`src/rtl/fwufr_pkg.sv`:
```
package fwufr_pkg;

    // Frame command bytes
    localparam logic [7:0] CMD_START = 8'h01;
    localparam logic [7:0] CMD_DATA  = 8'h02;
    localparam logic [7:0] CMD_END   = 8'h03;

    localparam logic [15:0] MAX_PAYLOAD_RESET = 16'd1021;

    // Header byte counts
    localparam logic [2:0] SIZE_BYTES = 3'd4;
    localparam logic [2:0] LEN_BYTES  = 3'd2;

    typedef enum logic [1:0] {
        PH_CMD,
        PH_SIZE,
        PH_LEN,
        PH_PAYLOAD
    } phase_t;

    typedef struct packed {
        logic [31:0] frames_count;
        logic [31:0] bytes_count;
        logic        receiving;
        logic        size_mismatch;
        logic        update_done;
        logic        resp_nak;
        logic        resp_valid;
        logic [7:0]  write_byte;
        logic        write_valid;
    } result_t;

endpackage

```
`src/rtl/firmware_update_frame_receiver_unit.sv`:
```
// Channel   | Direction | Handshake              | Payload
// ----------+-----------+------------------------+------------------------------------------
// s_        | in        | s_tvalid / s_tready    | tdata: rx_byte[7:0]; tuser: op
// m_        | out       | m_tvalid / m_tready    | tdata: write_byte, update_done, size_mismatch,
//           |           |                        |   receiving, bytes_count, frames_count
//           |           |                        | tuser: write_valid, resp_valid, resp_nak
// cfg_      | in        | cfg_valid / cfg_ready  | cfg_data: max_payload[15:0]
//
// Each input beat gives exactly one result beat, registered in the cycle after it is taken.
// The whole parser update is one pass of logic into the result register, so a
// beat is taken every cycle as long as the result register is free or drains
// in the same cycle (one beat per cycle sustained).
// aresetn is synchronous, active low; it clears the parser, the session and
// max_payload (back to 1021). cfg_ready is always high.
// A stall on m_tready holds the result and stops s_tready until it is taken.
module firmware_update_frame_receiver_unit (
    input  logic        aclk,
    input  logic        aresetn,

    input  logic        s_tvalid,
    output logic        s_tready,
    input  logic [7:0]  s_tdata,    // [7:0] rx_byte
    input  logic        s_tuser,    // [0] op: 1 = link reset

    output logic        m_tvalid,
    input  logic        m_tready,
    output logic [79:0] m_tdata,    // [7:0] write_byte, [8] update_done, [9] size_mismatch,
                                    // [10] receiving, [42:11] bytes_count,
                                    // [74:43] frames_count, [79:75] zero
    output logic [2:0]  m_tuser,    // [0] write_valid, [1] resp_valid, [2] resp_nak

    input  logic        cfg_valid,
    output logic        cfg_ready,
    input  logic [15:0] cfg_data    // [15:0] max_payload
);

    // Parser and session state
    fwufr_pkg::phase_t phase_reg, phase_next;
    logic [2:0]  hdr_pos_reg, hdr_pos_next;
    logic [15:0] frame_len_reg, frame_len_next;
    logic [15:0] left_reg, left_next;
    logic [31:0] size_sh_reg, size_sh_next;
    logic        discard_reg, discard_next;
    logic        active_reg, active_next;
    logic [31:0] ann_size_reg, ann_size_next;
    logic [31:0] byte_tot_reg, byte_tot_next;
    logic [31:0] frame_tot_reg, frame_tot_next;
    logic [15:0] max_pay_reg;

    // Result register
    fwufr_pkg::result_t out_reg, out_next;
    logic               out_valid_reg;

    logic        s_fire;
    logic [7:0]  b;
    logic [2:0]  pos_inc;
    logic [15:0] len_shift;
    logic [15:0] left_dec;

    assign s_tready  = !out_valid_reg || m_tready;
    assign s_fire    = s_tvalid && s_tready;
    assign cfg_ready = 1'b1;
    assign b         = s_tdata;
    assign pos_inc   = hdr_pos_reg + 3'd1;
    assign len_shift = {frame_len_reg[7:0], b};
    assign left_dec  = left_reg - 16'd1;

    always_comb begin
        phase_next     = phase_reg;
        hdr_pos_next   = hdr_pos_reg;
        frame_len_next = frame_len_reg;
        left_next      = left_reg;
        size_sh_next   = size_sh_reg;
        discard_next   = discard_reg;
        active_next    = active_reg;
        ann_size_next  = ann_size_reg;
        byte_tot_next  = byte_tot_reg;
        frame_tot_next = frame_tot_reg;
        out_next       = '0;

        if (s_tuser) begin
            // link reset: everything back to idle, result all zero
            phase_next     = fwufr_pkg::PH_CMD;
            hdr_pos_next   = '0;
            frame_len_next = '0;
            left_next      = '0;
            size_sh_next   = '0;
            discard_next   = 1'b0;
            active_next    = 1'b0;
            ann_size_next  = '0;
            byte_tot_next  = '0;
            frame_tot_next = '0;
        end else begin
            case (phase_reg)
                fwufr_pkg::PH_CMD: begin
                    if (b == fwufr_pkg::CMD_START) begin
                        phase_next   = fwufr_pkg::PH_SIZE;
                        hdr_pos_next = '0;
                        size_sh_next = '0;
                    end else if (b == fwufr_pkg::CMD_DATA) begin
                        phase_next     = fwufr_pkg::PH_LEN;
                        hdr_pos_next   = '0;
                        frame_len_next = '0;
                    end else if (b == fwufr_pkg::CMD_END) begin
                        out_next.resp_valid = 1'b1;
                        if (active_reg) begin
                            out_next.update_done   = 1'b1;
                            out_next.size_mismatch = (byte_tot_reg != ann_size_reg);
                            active_next            = 1'b0;
                        end else begin
                            out_next.resp_nak = 1'b1;
                        end
                    end
                end
                fwufr_pkg::PH_SIZE: begin
                    size_sh_next = {size_sh_reg[23:0], b};
                    hdr_pos_next = pos_inc;
                    if (pos_inc >= fwufr_pkg::SIZE_BYTES) begin
                        out_next.resp_valid = 1'b1;
                        if (active_reg) begin
                            out_next.resp_nak = 1'b1;
                        end else begin
                            active_next    = 1'b1;
                            ann_size_next  = {size_sh_reg[23:0], b};
                            byte_tot_next  = '0;
                            frame_tot_next = '0;
                        end
                        phase_next   = fwufr_pkg::PH_CMD;
                        hdr_pos_next = '0;
                    end
                end
                fwufr_pkg::PH_LEN: begin
                    frame_len_next = len_shift;
                    hdr_pos_next   = pos_inc;
                    if (pos_inc >= fwufr_pkg::LEN_BYTES) begin
                        hdr_pos_next = '0;
                        if (len_shift > max_pay_reg) begin
                            out_next.resp_valid = 1'b1;
                            out_next.resp_nak   = 1'b1;
                            phase_next          = fwufr_pkg::PH_CMD;
                        end else begin
                            left_next = len_shift;
                            if (len_shift == '0) begin
                                // empty frame: answer right after the length
                                out_next.resp_valid = 1'b1;
                                out_next.resp_nak   = !active_reg;
                                if (active_reg) begin
                                    frame_tot_next = frame_tot_reg + 32'd1;
                                end
                                discard_next = 1'b0;
                                phase_next   = fwufr_pkg::PH_CMD;
                            end else begin
                                discard_next = !active_reg;
                                phase_next   = fwufr_pkg::PH_PAYLOAD;
                            end
                        end
                    end
                end
                fwufr_pkg::PH_PAYLOAD: begin
                    if (!discard_reg) begin
                        out_next.write_valid = 1'b1;
                        out_next.write_byte  = b;
                        byte_tot_next        = byte_tot_reg + 32'd1;
                    end
                    left_next = left_dec;
                    if (left_dec == '0) begin
                        out_next.resp_valid = 1'b1;
                        out_next.resp_nak   = discard_reg;
                        if (!discard_reg) begin
                            frame_tot_next = frame_tot_reg + 32'd1;
                        end
                        discard_next = 1'b0;
                        phase_next   = fwufr_pkg::PH_CMD;
                    end
                end
                default: begin
                    phase_next = fwufr_pkg::PH_CMD;
                end
            endcase
        end

        out_next.receiving    = active_next;
        out_next.bytes_count  = byte_tot_next;
        out_next.frames_count = frame_tot_next;
    end

    always_ff @(posedge aclk) begin
        if (!aresetn) begin
            phase_reg     <= fwufr_pkg::PH_CMD;
            hdr_pos_reg   <= '0;
            frame_len_reg <= '0;
            left_reg      <= '0;
            size_sh_reg   <= '0;
            discard_reg   <= 1'b0;
            active_reg    <= 1'b0;
            ann_size_reg  <= '0;
            byte_tot_reg  <= '0;
            frame_tot_reg <= '0;
            max_pay_reg   <= fwufr_pkg::MAX_PAYLOAD_RESET;
            out_valid_reg <= 1'b0;
        end else begin
            if (cfg_valid && cfg_ready) begin
                max_pay_reg <= cfg_data;
            end
            if (s_fire) begin
                phase_reg     <= phase_next;
                hdr_pos_reg   <= hdr_pos_next;
                frame_len_reg <= frame_len_next;
                left_reg      <= left_next;
                size_sh_reg   <= size_sh_next;
                discard_reg   <= discard_next;
                active_reg    <= active_next;
                ann_size_reg  <= ann_size_next;
                byte_tot_reg  <= byte_tot_next;
                frame_tot_reg <= frame_tot_next;
                out_valid_reg <= 1'b1;
            end else if (m_tready) begin
                out_valid_reg <= 1'b0;
            end
        end
    end

    // result payload, no reset needed
    always_ff @(posedge aclk) begin
        if (s_fire) begin
            out_reg <= out_next;
        end
    end

    assign m_tvalid = out_valid_reg;
    assign m_tdata  = {5'd0, out_reg.frames_count, out_reg.bytes_count, out_reg.receiving,
                       out_reg.size_mismatch, out_reg.update_done, out_reg.write_byte};
    assign m_tuser  = {out_reg.resp_nak, out_reg.resp_valid, out_reg.write_valid};

    // Assertions
    a_done_is_ack: assert property (@(posedge aclk) disable iff (!aresetn)
        out_valid_reg && out_reg.update_done |->
            out_reg.resp_valid && !out_reg.resp_nak && !out_reg.receiving)
        else $error("done pulse without ACK or with session still open");

    a_write_in_session: assert property (@(posedge aclk) disable iff (!aresetn)
        out_valid_reg && out_reg.write_valid |-> out_reg.receiving && !out_reg.update_done)
        else $error("payload byte forwarded outside a session");

    a_mismatch_with_done: assert property (@(posedge aclk) disable iff (!aresetn)
        out_valid_reg && out_reg.size_mismatch |-> out_reg.update_done)
        else $error("size mismatch flag without done pulse");

    a_beat_gives_result: assert property (@(posedge aclk) disable iff (!aresetn)
        s_fire |=> out_valid_reg)
        else $error("accepted beat produced no result");

endmodule

```
`config.mk`:
```
export PLATFORM = sky130hd
export DESIGN_NAME = firmware_update_frame_receiver_unit
export DESIGN_NICKNAME = d
export VERILOG_FILES = /design/src/rtl/fwufr_pkg.sv /design/src/rtl/firmware_update_frame_receiver_unit.sv
export SDC_FILE = /design/constraint.sdc
export NUM_CORES = 1
export LEC_CHECK = 0
export CORE_UTILIZATION = 35
export DETAILED_ROUTE_END_ITERATION = 8
export DONT_BUFFER_PORTS = 1
export GPL_TIMING_DRIVEN = 0
export PLACE_DENSITY = 0.53
export SLEW_MARGIN = 20
export SYNTH_ARGS = -nofsm -noshare
export SYNTH_HDL_FRONTEND = slang
export SYNTH_SLANG_ARGS = --single-unit
```
`constraint.sdc`:
```
create_clock -name aclk -period 9.8 [get_ports aclk]
set_clock_uncertainty 0.05 [all_clocks]
set_input_delay 1.47 -clock aclk [delete_from_list [all_inputs] [get_ports aclk]]
set_output_delay 1.47 -clock aclk [all_outputs]
set_load 0.005 [all_outputs]
```
==> reports/qor.csv <==
stage,metric,value,unit
outcome,status,"finished, final reports clean",
synthesis,ys_seq_area_share,41.29,%
power_and_ir_drop,swShare,25.78,%
min_path,hold_path_class,flip-flop to flip-flop,
floorplan,ioPinCount,116,
synthesis,ys_ff_latch,246,
power_and_ir_drop,ir_worst_vdd,134.3,uV
detailed_routing,postRouteAntennaNets,0,
floorplan,start_util,35.59,%
power_and_ir_drop,leakage,5.229,nW
detailed_routing,routed_wl,54040,microns
timing,fin_crit_sh,52.88,%
detailed_routing,drt_iter0_markers,1490,
power_and_ir_drop,p_sw,614.4,uW
cells_and_area,syn2layout_area_growth,12.69,%
clocking,cts_hold_buf,0,
setup_path,reg2reg_depth,10,
cells_and_area,finalInstanceArea,0.01557,sq mm
floorplan,placementRows,72,
timing,relSlewSlack,32.72,%
place,place_ws,4.228,ns
cells_and_area,largest_reg_flops,75,
timing,setup_viol,0,
setup_path,path_class,input port to flip-flop,
clocking,cts_buffer_depth,3,
setup_path,endpoint_kind,flip-flop,
timing,max_freq,193.0,MHz
timing,grt_setup_unrepaired,no,
cells_and_area,diodes,0,
synthesis,yosysWarnings,0,
floorplan,die_h,200.7,microns
power_and_ir_drop,combPwrFrac,7.6,%
timing,layout_min_cycle_time,5.182,ns
power_and_ir_drop,clkPwrFrac,46.8,%
clocking,clock_latency,0.58,ns
place,postPlaceCellArea,0.01458,sq mm
clocking,root_buffer,clkbuf_16,
detailed_routing,via_per_inst,6.063,
synthesis,syn_inst,1694,
synthesis,async_flop_share,0,%
floorplan,die_x,200.7,microns
clocking,cts_buffers,29,
global_route,grt_use_total,26.29,%
detailed_routing,vias,13793,
synthesis,synth_area_leader_cell,dfxtp_1,
cells_and_area,fill_cells,4004,
synthesis,synth_area_leaders,"dfxtp_1 24%, edfxtp_1 17%, a21oi_1 7.1%",
global_route,grt_start_max_net_pins,34,
clocking,path_clk_slew,0.06,ns
place,hpwl,39880,microns
timing,setup_tns,0,ns
global_route,antenna_found_initial,1,
detailed_routing,wl_per_cell,23.75,microns
setup_path,critPathLaunchType,input port,
clocking,cts_setup_buffers,0,
place,port_buffers,0,
power_and_ir_drop,power_frac_seq,45.6,%
clocking,cts_sinks,246,
cells_and_area,final_util,40.10,%
clocking,cts_htree_levels,1,
floorplan,die-area,0.04028,sq mm
min_path,hold_depth,2,
global_route,first_global_vias,12860,
floorplan,core,0.03883,sq mm
global_route,grt_pass1_wl,81430,microns
setup_path,arrival,5.38,ns
setup_path,path_max_fanout,10,
cells_and_area,drive_above_1_share,5.179,%
timing,fin_ws,4.618,ns
power_and_ir_drop,power.internal,1.769,mW
setup_path,worstPathRequired,10.00,ns
synthesis,synth_flop_cell,dfxtp_1,
detailed_routing,drc,0,
detailed_routing,dr.pass1.iters,5,
synthesis,netlist_area,0.01382,sq mm
clocking,cts_tree,done,
power_and_ir_drop,powerDensity,153.1,mW/mm^2
synthesis,post-synth-top-area-fraction,24.34,%
timing,tightest_slew,1.000,ns
cells_and_area,nNetsFinal,1790,
timing,slew_violations,0,
global_route,gr-total-overflow,0,
job,drv_cap,0,
synthesis,avgSynthCellArea,8.156,sq um
timing,hold_ws,0.4029,ns
synthesis,synth_edf_count,78,
clocking,ctsResizeCount,0,
synthesis,synthDistinctLibCells,82,
timing,finalHoldViolCount,0,
place,gp_congestion,0.9946,
-- cell families (layout without fill, tap and decap cells) --
| kind of cell | after synthesis | count (layout) | synth area share (%) |
|---|---|---|---|
| simple gates | 700 | 700 | 25.29 |
| compound gates | 478 | 478 | 21.87 |
| flops | 246 | 246 | 41.29 |
| buf+inv | 184 | 243 | 5.316 |
| xor+xnor | 43 | 43 | 2.726 |
| fa+ha+maj | 26 | 26 | 2.354 |
| mux | 15 | 15 | 1.096 |
| other cells | 2 | 6 | 0.05435 |
-- placed cells by master (no fill, tap or decap), drive strengths merged, types with 25 or more instances in the layout --
master and instances:
a21oi 195, a31oi 25, and2 25, and3 50
buf 28, clkbuf 145, dfxtp 168, edfxtp 78
ha 26, inv 50, nand2 201, nand3 80
nand4 36, nor2 146, nor3 40, nor4 33
o21ai 77, xnor2 38
-- per-stage QoR --
step                      cells  total power, mW
after floorplan            1698            1.217
after global placement     2216            1.282
after detailed placement   2221            1.285
after CTS                  2275            2.403
after global routing       2275            2.459
final                      2275            2.384
-- critical path, cell delays in order --
cell	delay [ns]
clkbuf_1	0.41
inv_1	0.26
ha_1	0.36
and4_1	0.30
a31o_2	0.15
clkbuf_1	0.48
nand3_1	0.50
nor3_1	0.57
a2111oi_4	0.11
a2111oi_0	0.76
-- routing by layer --
layer / wire length [microns] / track usage, %
met3: 4955 / 4.659
met2: 22900 / 39.72
met4: 2135 / 10.44
met1: 24040 / 37.02
met5: 11 / 0
-- cell usage after synthesis (5+ instances only) --
master and n:
and3_1 50, xnor2_1 38, a21oi_1 195, mux2i_1 14, or4_1 21, nor3_1 40
inv_1 46, nand3b_1 6, buf_1 9, a22oi_1 10, clkbuf_1 114, and4_1 10
or3_1 17, a211oi_1 16, o21ai_0 73, and2_1 25, nand4_1 36, xor2_1 5
o22ai_1 10, a31o_2 5, a32oi_1 5, a21o_1 9, nand2_1 201, o211ai_1 23
a41oi_1 5, buf_4 8, nor4_1 32, nand2b_1 7, nor3b_1 9, nor2_1 146
o31ai_1 18, a311oi_1 15, nand3_1 80, edfxtp_1 78, ha_1 26, a22o_1 6
o31a_1 5, a31oi_1 25, buf_2 5, o21a_1 9, dfxtp_1 168
-- worst paths after layout --
| check | startpoint | end | slack, ns |
|---|---|---|---|
| worst max-delay path | s_tdata[0] | m_tdata[61] | 4.62 |
| worst min-delay path | size_sh_reg[23] | size_sh_reg[23] | 0.40 |
| worst max register to register | frame_len_reg[5] | m_tdata[61] | 5.00 |
| worst min register to register | size_sh_reg[23] | size_sh_reg[23] | 0.40 |
-- layout make-up --
class | count | area (sq um) | area share (%)
clock inverter | 23 | 240.2 | 1.543
clock buffer | 31 | 733.2 | 4.709
inverter | 47 | 176.4 | 1.133
sequential | 246 | 5705 | 36.64
multi-input combinational | 1268 | 7417 | 47.64
timing repair buffer | 5 | 90.09 | 0.5786
tap | 518 | 648.1 | 4.163
buffer | 137 | 559.3 | 3.592
-- power by group through the flow --
stage	sequential (mW)	clock [mW]	combinational, mW
after CTS	1.09	1.14	0.178
final	1.09	1.12	0.181
after global routing	1.09	1.18	0.195
after floorplan	1.11	0	0.111
after detailed placement	1.11	0	0.177
after global placement	1.11	0	0.170
Power figures use the tool's default switching activity.
